[config.mk]
export PLATFORM = sky130hd
export DESIGN_NAME = gmsp_nbr
export DESIGN_NICKNAME = d
export VERILOG_FILES = /design/src/hw/rtl/gmsp_pkg.sv /design/src/hw/rtl/gmsp_nbr.sv
export SDC_FILE = /design/constraint.sdc
export NUM_CORES = 1
export LEC_CHECK = 0
export BUFFER_PORTS_ARGS = -buffer_cell sky130_fd_sc_hd__buf_2
export CAP_MARGIN = 10
export CORE_MARGIN = 3
export CORE_UTILIZATION = 52
export DETAILED_ROUTE_END_ITERATION = 16
export PLACE_DENSITY_LB_ADDON = 0.1
export SYNTH_ARGS = -nofsm -noshare
export SYNTH_HDL_FRONTEND = slang
export SYNTH_SLANG_ARGS = --single-unit
[constraint.sdc]
create_clock -name vclk -period 3.2
set_clock_uncertainty 0.15 [all_clocks]
set_input_delay 0.48 -clock vclk [all_inputs]
set_output_delay 0.48 -clock vclk [all_outputs]
set_load 0.02 [all_outputs]
[src/hw/rtl/gmsp_pkg.sv]
package gmsp_pkg;

  // maze size limits
  localparam int MAX_ROWS = 32;
  localparam int MAX_COLS = 32;
  localparam int CELL_CAP = MAX_ROWS * MAX_COLS;

  // field and register widths
  localparam int CFG_W     = 6;
  localparam int CFG_IDX_W = 1;
  localparam int LEN_W     = 11;

  // derived widths
  localparam int ROW_W  = (MAX_ROWS > 1) ? $clog2(MAX_ROWS) : 1;
  localparam int COL_W  = (MAX_COLS > 1) ? $clog2(MAX_COLS) : 1;
  localparam int ADDR_W = (CELL_CAP > 1) ? $clog2(CELL_CAP) : 1;
  localparam int CNT_W  = $clog2(CELL_CAP + 1);
  localparam int DIM_W  = $clog2(((MAX_ROWS > MAX_COLS) ? MAX_ROWS : MAX_COLS) + 1);
  localparam int VAL_W  = CNT_W + 1;

  // largest result the output can show
  localparam logic [LEN_W-1:0] LEN_MAX = '1;
  localparam int LEN_CAP = (CELL_CAP > ((1 << LEN_W) - 1)) ? ((1 << LEN_W) - 1) : CELL_CAP;

  // register indexes
  localparam logic [CFG_IDX_W-1:0] REG_ROW_COUNT    = 1'd0;
  localparam logic [CFG_IDX_W-1:0] REG_COLUMN_COUNT = 1'd1;

  // step directions: up, right, down, left
  localparam logic [1:0] DIR_UP    = 2'd0;
  localparam logic [1:0] DIR_RIGHT = 2'd1;
  localparam logic [1:0] DIR_DOWN  = 2'd2;
  localparam logic [1:0] DIR_LEFT  = 2'd3;

  // bit positions in a map entry
  localparam int MAP_REACH = 0;
  localparam int MAP_WALL  = 1;

  // one cell position, kept both as row/column and as linear address
  typedef struct packed {
    logic [ROW_W-1:0]  row;
    logic [COL_W-1:0]  col;
    logic [ADDR_W-1:0] idx;
  } cell_t;

  // neighbor of a cell and whether it lies inside the maze
  typedef struct packed {
    logic  ok;
    cell_t loc;
  } nbr_t;

  // register value as used: zero reads as one, large values clamp to the cap
  function automatic logic [DIM_W-1:0] eff_dim(input logic [CFG_W-1:0] v, input int cap);
    logic [DIM_W-1:0] res;
    if (v == '0) begin
      res = DIM_W'(1);
    end else if (32'(v) > cap) begin
      res = DIM_W'(cap);
    end else begin
      res = DIM_W'(v);
    end
    return res;
  endfunction

endpackage

[src/hw/rtl/gmsp_nbr.sv]
module gmsp_nbr (
  input  gmsp_pkg::cell_t             cur_cell,
  input  logic [1:0]                  dir,
  input  logic [gmsp_pkg::DIM_W-1:0]  rows,
  input  logic [gmsp_pkg::DIM_W-1:0]  cols,
  output gmsp_pkg::nbr_t              nbr
);
  import gmsp_pkg::*;

  localparam int EXT_W = DIM_W + 1;

  logic [CNT_W-1:0] idx_w;
  logic [CNT_W-1:0] step;
  logic [CNT_W-1:0] sum;

  // neighbor position and bounds check for one direction
  always_comb begin
    idx_w   = CNT_W'(cur_cell.idx);
    step    = CNT_W'(cols);
    sum     = idx_w;
    nbr.ok  = 1'b0;
    nbr.loc = cur_cell;
    unique case (dir)
      DIR_UP: begin
        nbr.ok      = (cur_cell.row != '0);
        nbr.loc.row = cur_cell.row - 1'b1;
        sum         = idx_w - step;
      end
      DIR_RIGHT: begin
        nbr.ok      = (EXT_W'(cur_cell.col) + EXT_W'(1)) < EXT_W'(cols);
        nbr.loc.col = cur_cell.col + 1'b1;
        sum         = idx_w + CNT_W'(1);
      end
      DIR_DOWN: begin
        nbr.ok      = (EXT_W'(cur_cell.row) + EXT_W'(1)) < EXT_W'(rows);
        nbr.loc.row = cur_cell.row + 1'b1;
        sum         = idx_w + step;
      end
      DIR_LEFT: begin
        nbr.ok      = (cur_cell.col != '0);
        nbr.loc.col = cur_cell.col - 1'b1;
        sum         = idx_w - CNT_W'(1);
      end
      default: begin
        nbr.ok = 1'b0;
      end
    endcase
    nbr.loc.idx = sum[ADDR_W-1:0];
  end

endmodule

[Yosys cells after proc, flatten, opt, wreduce, memory -nomap -nowiden]
Cells that the tools add are included.
Storage, ports and cells
  flip-flop bits (word level): 0
  input bits: 34
  output and inout bits: 21
  logic and storage cells: 22
Operators by class
  add/sub/neg operators: 10
  magnitude comparators: 2
  equal/unequal tests: 3
  multiplexer cells: 4
  reductions and logical operators: 3
Operators with widths (count)
  $pmux 10 s4: 1
  $pmux 5 s2: 2
  $add 5x1->6 const B: 2
  $lt 6x6->1: 2
  $add 10x1->10 const B: 1
  $add 10x6->10: 1
  $add 5x1->5 const B: 2
  $reduce_bool 5->1: 2
  $sub 10x1->10 const B: 1
  $sub 10x6->10: 1
  $sub 5x1->5 const B: 2
  $eq 2x2->1 const B: 2
  $pmux 1 s4: 1
  $eq 2x1->1 const B: 1
  $logic_not 2->1: 1

[Depth between registers and ports, before layout]
Gate-level depths: netlist of run 1.
  word-level depth: 3
  gate-level depth with buffers: 12
  mapped depth without buffers: 12

[Least setup slack after synthesis of run 1]
No wires, ideal clock.
  path type: input -> output
  start point: input dir[0]
  end point: output nbr[8] (netlist bit)
  arrival time: 2614 ps
  required time: 2570 ps
  path slack: -44 ps
  cell stages on the path: 11
  path buffers: 2
  cell sequence: clkbuf_1 buf_2 or2_2 ha_1 inv_1 fa_1 a21oi_1 o21ai_0 a211oi_1 o21bai_1 xor2_1
RTL lines
  start: declaration: line gmsp_nbr.sv:3  | input logic [1:0] dir,
  end: declaration: line gmsp_nbr.sv:6  | output gmsp_pkg::nbr_t nbr

==> results.md, run 1 <==
- DR iter-0 viols: 49
- Post-place setup slack: -0.0902 ns
- Row count: 17
- Net count, final: 318
- Post-Syn Area per Cell: 7.35 um2
- CP Cell Sequence: buf_6 > or4_4 > o31ai_4 > a21oi_2 > ha_4 > o21a_1 > a211oi_2 > o21bai_1 > xor2_2 > buf_4
- Core ar.: 0.00236 mm2
- Initial core utilization: 57.9%
- Post-route cell area: 0.00191 mm2
- Placed Area: 0.00173 mm2
- Max-cap viol count: 0
- Number of global-route vias before repair: 1432
- Commonest non-fill, non-tap cell in the layout: buf_2
- Post-Route Utilization: 80.8%
- Number of diodes: 0
- Mapped Area: 0.00137 mm2
- Worst Hold Path EP: nbr[14]
- Total gr overflow: 0
- Slowest CP cell: or4_4
- Die W: 57.3 um
- Die area: 0.00328 mm2
- Initial antenna violation count: 0
- Syn_nets: 253
- Worst Hold Class: primary input to primary output
- Pin count of the biggest net entering global routing: 13
- CP Data Required Time: 2.57 ns
- Layout Area Growth over Synthesis: 39.4%
- Worst Path Max Fanout: 4
- Fmax: 319 MHz
- Post-DR wirelength/cell: 12.9 um
- CLK BUF: 0
- Number of detailed-route iterations in the first pass: 4
- CP Capture Type: primary output
- Post-route ant nets: 0
- Slew headroom: 82.0%
- Die H: 57.3 um
- Fin. Hold Viols: 0
- LEAKAGE: 0.976 nW
- Worst hold path depth: 3
- Gate Count Post-Synth: 186
- Detailed Route WL: 3.56 mm
- Min-delay src: cur_cell[14]
- Tmin final: 3.13 ns
- Sequential fraction of the synthesis area: 0%
- PnR worst setup slack: 0.0667 ns
- GR Util All Layers: 20.7%
- Num sequential: 0
- Actual slew at the worst max-slew pin: 0.267 ns
- Area occupied by multi-input gates: 0.00138 mm2
- Setup CP Type: primary input to primary output
- Port buffer count: 55
- Max incr delay on CP: 0.58 ns
- # fillers: 169
- RePlAce Congestion: 0.797
- Routed via count: 1553
- Share of cells above drive strength 1: 38.6%
- Yosys warns: 0
- CP arrival: 2.50 ns
- Max Transition Viols Final: 0
- RSZ-0062 raised after global routing: true
- Peak VDD IR: 0.247 mV
- Final setup fails: 0
- Crit start category: primary input
- Unique masters post-synth: 37
- Fin crit share: 97.9%
- DP Wirelength: 2.98 mm
- First-pass GRT wire length: 5.91 mm
- DRC violations left: 0
- Most frequent cells in the layout: buf_2, ha_1, inv_1
- I/O Pins: 55
- Status: complete, no violations
- Routed vias/inst: 5.61
- Reg area: 0 um2
- Pwr Density: 225 mW/mm2
-- cell usage after synthesis, drive strengths merged (2+ instances only) --
library cell | number | area, um2
mux2i | 2 | 20.0
nand3 | 7 | 35.0
xor2 | 10 | 87.6
o21bai | 2 | 15.0
nor2b | 2 | 12.5
o2111ai | 2 | 17.5
o31ai | 2 | 15.0
o21ai | 16 | 80.1
a21oi | 15 | 75.1
nor3 | 4 | 25.0
fa | 3 | 60.1
mux2 | 3 | 33.8
nand2b | 2 | 15.0
o21a | 5 | 38.8
ha | 30 | 375
a211oi | 5 | 37.5
nand2 | 13 | 48.8
nor2 | 10 | 37.5
xnor2 | 12 | 105
clkbuf | 3 | 21.3
inv | 21 | 78.8
a21o | 6 | 45.0
-- area by class of cell --
cell class | count | share of cell area, %
multi-input cells | 161 | 72.4
repair buffers | 67 | 21.4
inverters | 21 | 4.40
well taps | 28 | 1.84
-- worst max-delay path: cells and delay by family --
kind / cells / cell delay [ns]
AOI/OAI and AO/OA: 5 / 0.76
xor gates and xnor gates: 1 / 0.14
adders and majority gates: 1 / 0.29
buffers and inverters: 2 / 0.25
and+or+nand+nor: 1 / 0.58
-- logic make-up (layout without fill, tap and decap cells) --
logic type                 after synthesis  in the layout  synth area share [%]
buffers and inverters                   25             88                  7.69
adders and majority gates               33             33                  31.8
AOI/OAI and AO/OA                       58             58                  26.6
muxes                                    5              5                  3.93
xor gates and xnor gates                22             22                  14.1
and+or+nand+nor                         43             43                  15.8
-- report_power, final --
part,leakage (nW),switching (mW),total [mW],internal (mW)
logic,0.976,0.237,0.428,0.192
registers,0,0,0,0
clock network,0,0,0,0
-- routing by layer --
layer / vias to the layer above / GRT usage (%) / share of wire, %
met5: - / 0 / 0
met3: 2 / 0.226 / 4.4
li1: 790 / - / -
met4: 0 / 0.662 / 0.48
met2: 38 / 38.2 / 50
met1: 723 / 28.5 / 45
-- worst max-delay path by stage --
| stage | startpoint | to | slack [ns] |
|---|---|---|---|
| 6_report | cols[2] | nbr[8] | 0.07 |
| 5_1_grt | cols[0] | nbr[9] | -0.05 |
| 4_1_cts | cols[2] | nbr[7] | 0.01 |
| 3_5_place_dp | cols[0] | nbr[8] | -0.09 |
| 3_3_place_gp | cols[0] | nbr[8] | 0.004 |
| 2_1_floorplan | dir[0] | nbr[8] | 0.03 |
-- stage by stage --
step / setup TNS (ns) / std cells / total power [mW] / hold WS [ns]
2_1_floorplan: 0 / 186 / 0.260 / 0.934
3_3_place_gp: 0 / 274 / 0.367 / 1.16
3_5_place_dp: -0.141 / 274 / 0.383 / 1.17
4_1_cts: 0 / 274 / 0.392 / 1.17
5_1_grt: -0.0726 / 277 / 0.473 / 1.19
6_report: 0 / 277 / 0.428 / 1.16
-- timing repair --
item / CTS / global route
gates resized for setup: 9 / 33
endpoints found under the hold margin: 0 / 0
hold buffers: 0 / 0
setup buffers: 0 / 3
pin swaps: 4 / 13
endpoints found under the setup margin: 3 / 4
Power figures use the tool's default switching activity.
==> run 2, diff against run 1 <==
--- a/config.mk
+++ b/config.mk
@@ -10,3 +10,3 @@
 export CORE_MARGIN = 3
-export CORE_UTILIZATION = 52
+export CORE_UTILIZATION = 38
 export DETAILED_ROUTE_END_ITERATION = 16
==> constraint.sdc (replaced) <==
create_clock -name vclk -period 3.2
set_clock_uncertainty 0.15 [all_clocks]
set_input_delay 0.16 -clock vclk [all_inputs]
set_output_delay 0.16 -clock vclk [all_outputs]
set_load 0.02 [all_outputs]
==> results.md, run 2 (synthesis gave the netlist of run 1 again) <==
- Pin count of the biggest net entering global routing: 22
- CP Data Required Time: 2.89 ns
- Crit path max-delay family: compound AO/OA/AOI/OAI gates
- GR Util All Layers: 13.7%
- Fin. Hold Viols: 0
- PnR worst setup slack: 0.490 ns
- Number of diodes: 0
- Max Transition Viols Final: 0
- CLK BUF: 0
- Switching part of the total: 58.4%
- WHS: 0.512 ns
- Net count, final: 306
- Commonest non-fill, non-tap cell in the layout: buf_2
- Row count: 21
- Detailed Route WL: 3.13 mm
- Postcts setup bufs: 0
- DP Cell Count: 283
- Busiest grt layer: met2
- Worst Path Max Fanout: 21
- Number of detailed-route iterations in the first pass: 4
- Clock share of power: 0%
- Met3 GRT Util: 1.19%
- Fin cells: 283
- Worst Hold Class: primary input to primary output
- DRC violations left: 0
- Post-route ant nets: 0
- Post-Route Utilization: 49.4%
- I/O Pins: 55
- Sequential share of power: 0%
- Routed vias/inst: 4.98
- DR iter-0 viols: 35
- Core ar.: 0.00339 mm2
- RSZ-0062 raised after global routing: false
- GR Util met2: 22.2%
- Initial antenna violation count: 0
- RePlAce Congestion: 0.757
- Switching power: 213 uW
- Reg area: 0 um2
- Total gr overflow: 0
- Final setup fails: 0
- Die area: 0.00435 mm2
- Hold Buf Count CTS: 0
- LEAKAGE: 0.888 nW
- Most frequent cells in the layout: buf_2, ha_1, inv_1
- Fin crit share: 84.7%
- Post-place setup slack: 0.498 ns
- Die W: 66.0 um
- Num sequential: 0
- Total power: 365 uW
- Fmax: 369 MHz
- Tmin final: 2.71 ns
- Number of global-route vias before repair: 1189
- Max incr delay on CP: 0.43 ns
- Actual slew at the worst max-slew pin: 0.425 ns
- Post-DR wirelength/cell: 11.1 um
- Crit start category: primary input
- CTS-repair resized insts: 0
- Post-route cell area: 0.00167 mm2
- CP Capture Type: primary output
- Pwr Density: 218 mW/mm2
- CP bufs+invs: 2
- DP Wirelength: 2.65 mm
- First-pass GRT wire length: 5.08 mm
- Met1 Track Usage GR: 20.5%
- CP Cell Sequence: buf_2 > nand2b_1 > nor2_1 > nand2_1 > nand2_1 > a21oi_1 > ha_1 > o21a_1 > a211oi_1 > o21bai_1 > xor2_1 > buf_2
- Internal power: 152 uW
- Peak VDD IR: 0.114 mV
- Slowest CP cell: nand2b_1
- Share of cells above drive strength 1: 27.0%
- Setup CP Type: primary input to primary output
- Comb power frac: 100.0%
- Status: complete, no violations
- CP arrival: 2.40 ns
- Layout Area Growth over Synthesis: 22.4%
- Sum of negative setup slack: 0 ns
- Slew headroom: 71.7%
- Max-cap viol count: 0
- Routed via count: 1408
- Placed Area: 0.00167 mm2
- Initial core utilization: 40.3%
- Port buffer count: 55
- Die H: 66.0 um
-- run 2: cell types whose count changed in the layout (fill, tap and decap cells not counted), moves of 3 or more --
cell     delta
buf_4      -15
buf_2       +8
o21ai_0     +5
o21ai_1     -3
ha_4        -3
ha_1        +3
-- run 2: power by group through the flow --
stage	combinational [mW]	clock (mW)	sequential, mW
after floorplan	0.258	0	0
after global placement	0.369	0	0
after detailed placement	0.365	0	0
after CTS	0.368	0	0
after global routing	0.409	0	0
final	0.365	0	0
-- run 2: cell type report --
type	instances	area (um2)
repair buffers	55	275
inverters	21	78.8
fillers	367	1720
well taps	46	57.6
multi-input cells	161	1260
-- run 2: metal layers --
layer	up-vias	part of all wire, %
met4	0	0
met1	601	51
met2	32	43
met5	-	0
li1	775	-
met3	0	6.5
-- run 2: worst paths after layout --
kind | to | slack, ns | depth (start not counted) | start
min | nbr[14] | 0.51 | 3 | cur_cell[14]
max | nbr[8] | 0.49 | 12 | dir[0]
==> run 3, diff against run 2 <==
- ABC_AREA: default -> 1
- clock period: 3.2 -> 2.48 ns (I/O delays scaled with it)
==> results.md, run 3 <==
- Number of diodes: 0
- Pwr Density: 274 mW/mm2
- Fin crit share: 93.3%
- Yosys warns: 0
- Die area: 0.00474 mm2
- Mapped Area: 0.00150 mm2
- DP Wirelength: 3.41 mm
- Row count: 22
- Min-delay src: cur_cell[19]
- Detailed Route WL: 3.83 mm
- Top area cells in the synthesized netlist: ha_1, nand2_1, inv_1, xor2_1, nand3_1
- Total gr overflow: 0
- WHS: 0.454 ns
- CP arrival: 2.04 ns
- Worst Path Max Fanout: 3
- Yosys top cell by area: ha_1
- CP Capture Type: primary output
- Hold Buf Count CTS: 0
- Unique masters post-synth: 24
- Slew headroom: 81.1%
- CLK BUF: 0
- Number of global-route vias before repair: 1463
- Post-route ant nets: 0
- Tmin final: 2.31 ns
- Initial core utilization: 40.1%
- Share of cells above drive strength 1: 23.7%
- Core ar.: 0.00374 mm2
- Max Transition Viols Final: 0
- Initial antenna violation count: 0
- Worst hold path depth: 4
- First-pass GRT wire length: 6.19 mm
- Fin. Hold Viols: 0
- Gate Count Post-Synth: 258
- Status: complete, no violations
- Post-DR wirelength/cell: 10.5 um
- Num sequential: 0
- Routed vias/inst: 4.65
- Most frequent cell after synthesis: nand2_1
- Most frequent cells in the layout: nand2_1, inv_1, buf_2
- DR iter-0 viols: 44
- Net count, final: 386
- Postcts setup bufs: 0
- RePlAce Congestion: 0.797
- Reg area: 0 um2
- I/O Pins: 55
- Commonest non-fill, non-tap cell in the layout: nand2_1
- Number of detailed-route iterations in the first pass: 4
- CTS-repair resized insts: 0
- Setup CP Type: primary input to primary output
- DRC violations left: 0
- Actual slew at the worst max-slew pin: 0.282 ns
- Layout Area Growth over Synthesis: 27.3%
- Post-Syn Area per Cell: 5.82 um2
- Worst Hold Class: primary input to primary output
- Post-synth top area share: 25.0%
- Syn_nets: 325
- Peak VDD IR: 0.102 mV
- Pin count of the biggest net entering global routing: 11
- CP Data Required Time: 2.21 ns
- Worst Hold Path EP: nbr[19]
- GR Util All Layers: 16.3%
- Synth cell count leaders: nand2_1, inv_1, ha_1
- Die W: 68.9 um
- Routed via count: 1699
- Crit start category: primary input
- Fmax: 432 MHz
- Sequential fraction of the synthesis area: 0%
- Total power: 524 uW
- LEAKAGE: 1.18 nW
- Max-cap viol count: 0
- Port buffer count: 55
- Final setup fails: 0
- Die H: 68.9 um
- # fillers: 422
[run 3: changes by cell type after synthesis, sizes merged, moves of 4 or more]
cell	change
nand2	+56
inv	+32
nand3	+14
nor2	+9
xnor2	-9
xor2	+6
a211oi	-5
a21o	-4
nand4	+4
o21a	-4
o21ai	-4
[run 3: worst max path at each step]
stage | startpoint | to | slack, ns | depth (start not counted)
final | cols[1] | nbr[8] | 0.17 | 15
after detailed placement | cols[1] | nbr[9] | 0.06 | 16
after floorplan | cols[1] | nbr[7] | 0.31 | 12
after global placement | cols[1] | nbr[9] | 0.11 | 16
after global routing | cols[1] | nbr[9] | -0.002 | 17
after CTS | cols[1] | nbr[9] | 0.05 | 16
[run 3: per-stage QoR]
| step | setup WS (ns) | util [%] | instances | setup TNS (ns) | area (um2) |
|---|---|---|---|---|---|
| 6_report | 0.167 | 51.1 | 365 | 0 | 1910 |
| 3_3_place_gp | 0.112 | 50.0 | 365 | 0 | 1870 |
| 4_1_cts | 0.0505 | 50.0 | 365 | 0 | 1870 |
| 2_1_floorplan | 0.308 | - | 258 | 0 | 1500 |
| 5_1_grt | -0.00176 | 51.1 | 365 | -0.00176 | 1910 |
| 3_5_place_dp | 0.0587 | 50.0 | 365 | 0 | 1870 |
[run 3: power breakdown]
part	switching [mW]	internal, mW	total (mW)
registers	0	0	0
logic	0.316	0.208	0.524
clock network	0	0	0
total	0.316	0.208	0.524
[run 3: layout make-up]
class	instances	area [um2]	share of cell area, %
repair buffers	62	335	17.5
multi-input cells	202	1320	68.9
inverters	53	199	10.4
well taps	48	60.1	3.14
[run 3: critical path, stage by stage]
cell and delay [ns]:
buf_2 0.10, inv_1 0.08, ha_2 0.19, inv_1 0.06
o31ai_2 0.25, xor2_1 0.18, inv_1 0.08, ha_4 0.28
buf_4 0.11, nand2_1 0.04, inv_1 0.07, nand3_1 0.07
nand2_1 0.10, xor2_1 0.14, buf_4 0.15
[run 3: cell families (layout without fill, tap and decap cells)]
group / count (synthesis) / in the layout / synth area share, %
simple gates: 115 / 115 / 32.3
xor+xnor: 19 / 19 / 11.1
fa+ha+maj: 33 / 33 / 29.0
compound gates: 35 / 35 / 13.3
buf+inv: 56 / 115 / 14.3
[run 3: routing by layer]
metal / part of all wire, % / up-vias / GRT usage (%)
met2: 48 / 31 / 29.3
met3: 3.8 / 2 / 0.324
met4: 0.47 / 0 / 0.730
met1: 48 / 725 / 22.8
met5: 0 / - / 0
li1: - / 941 / -
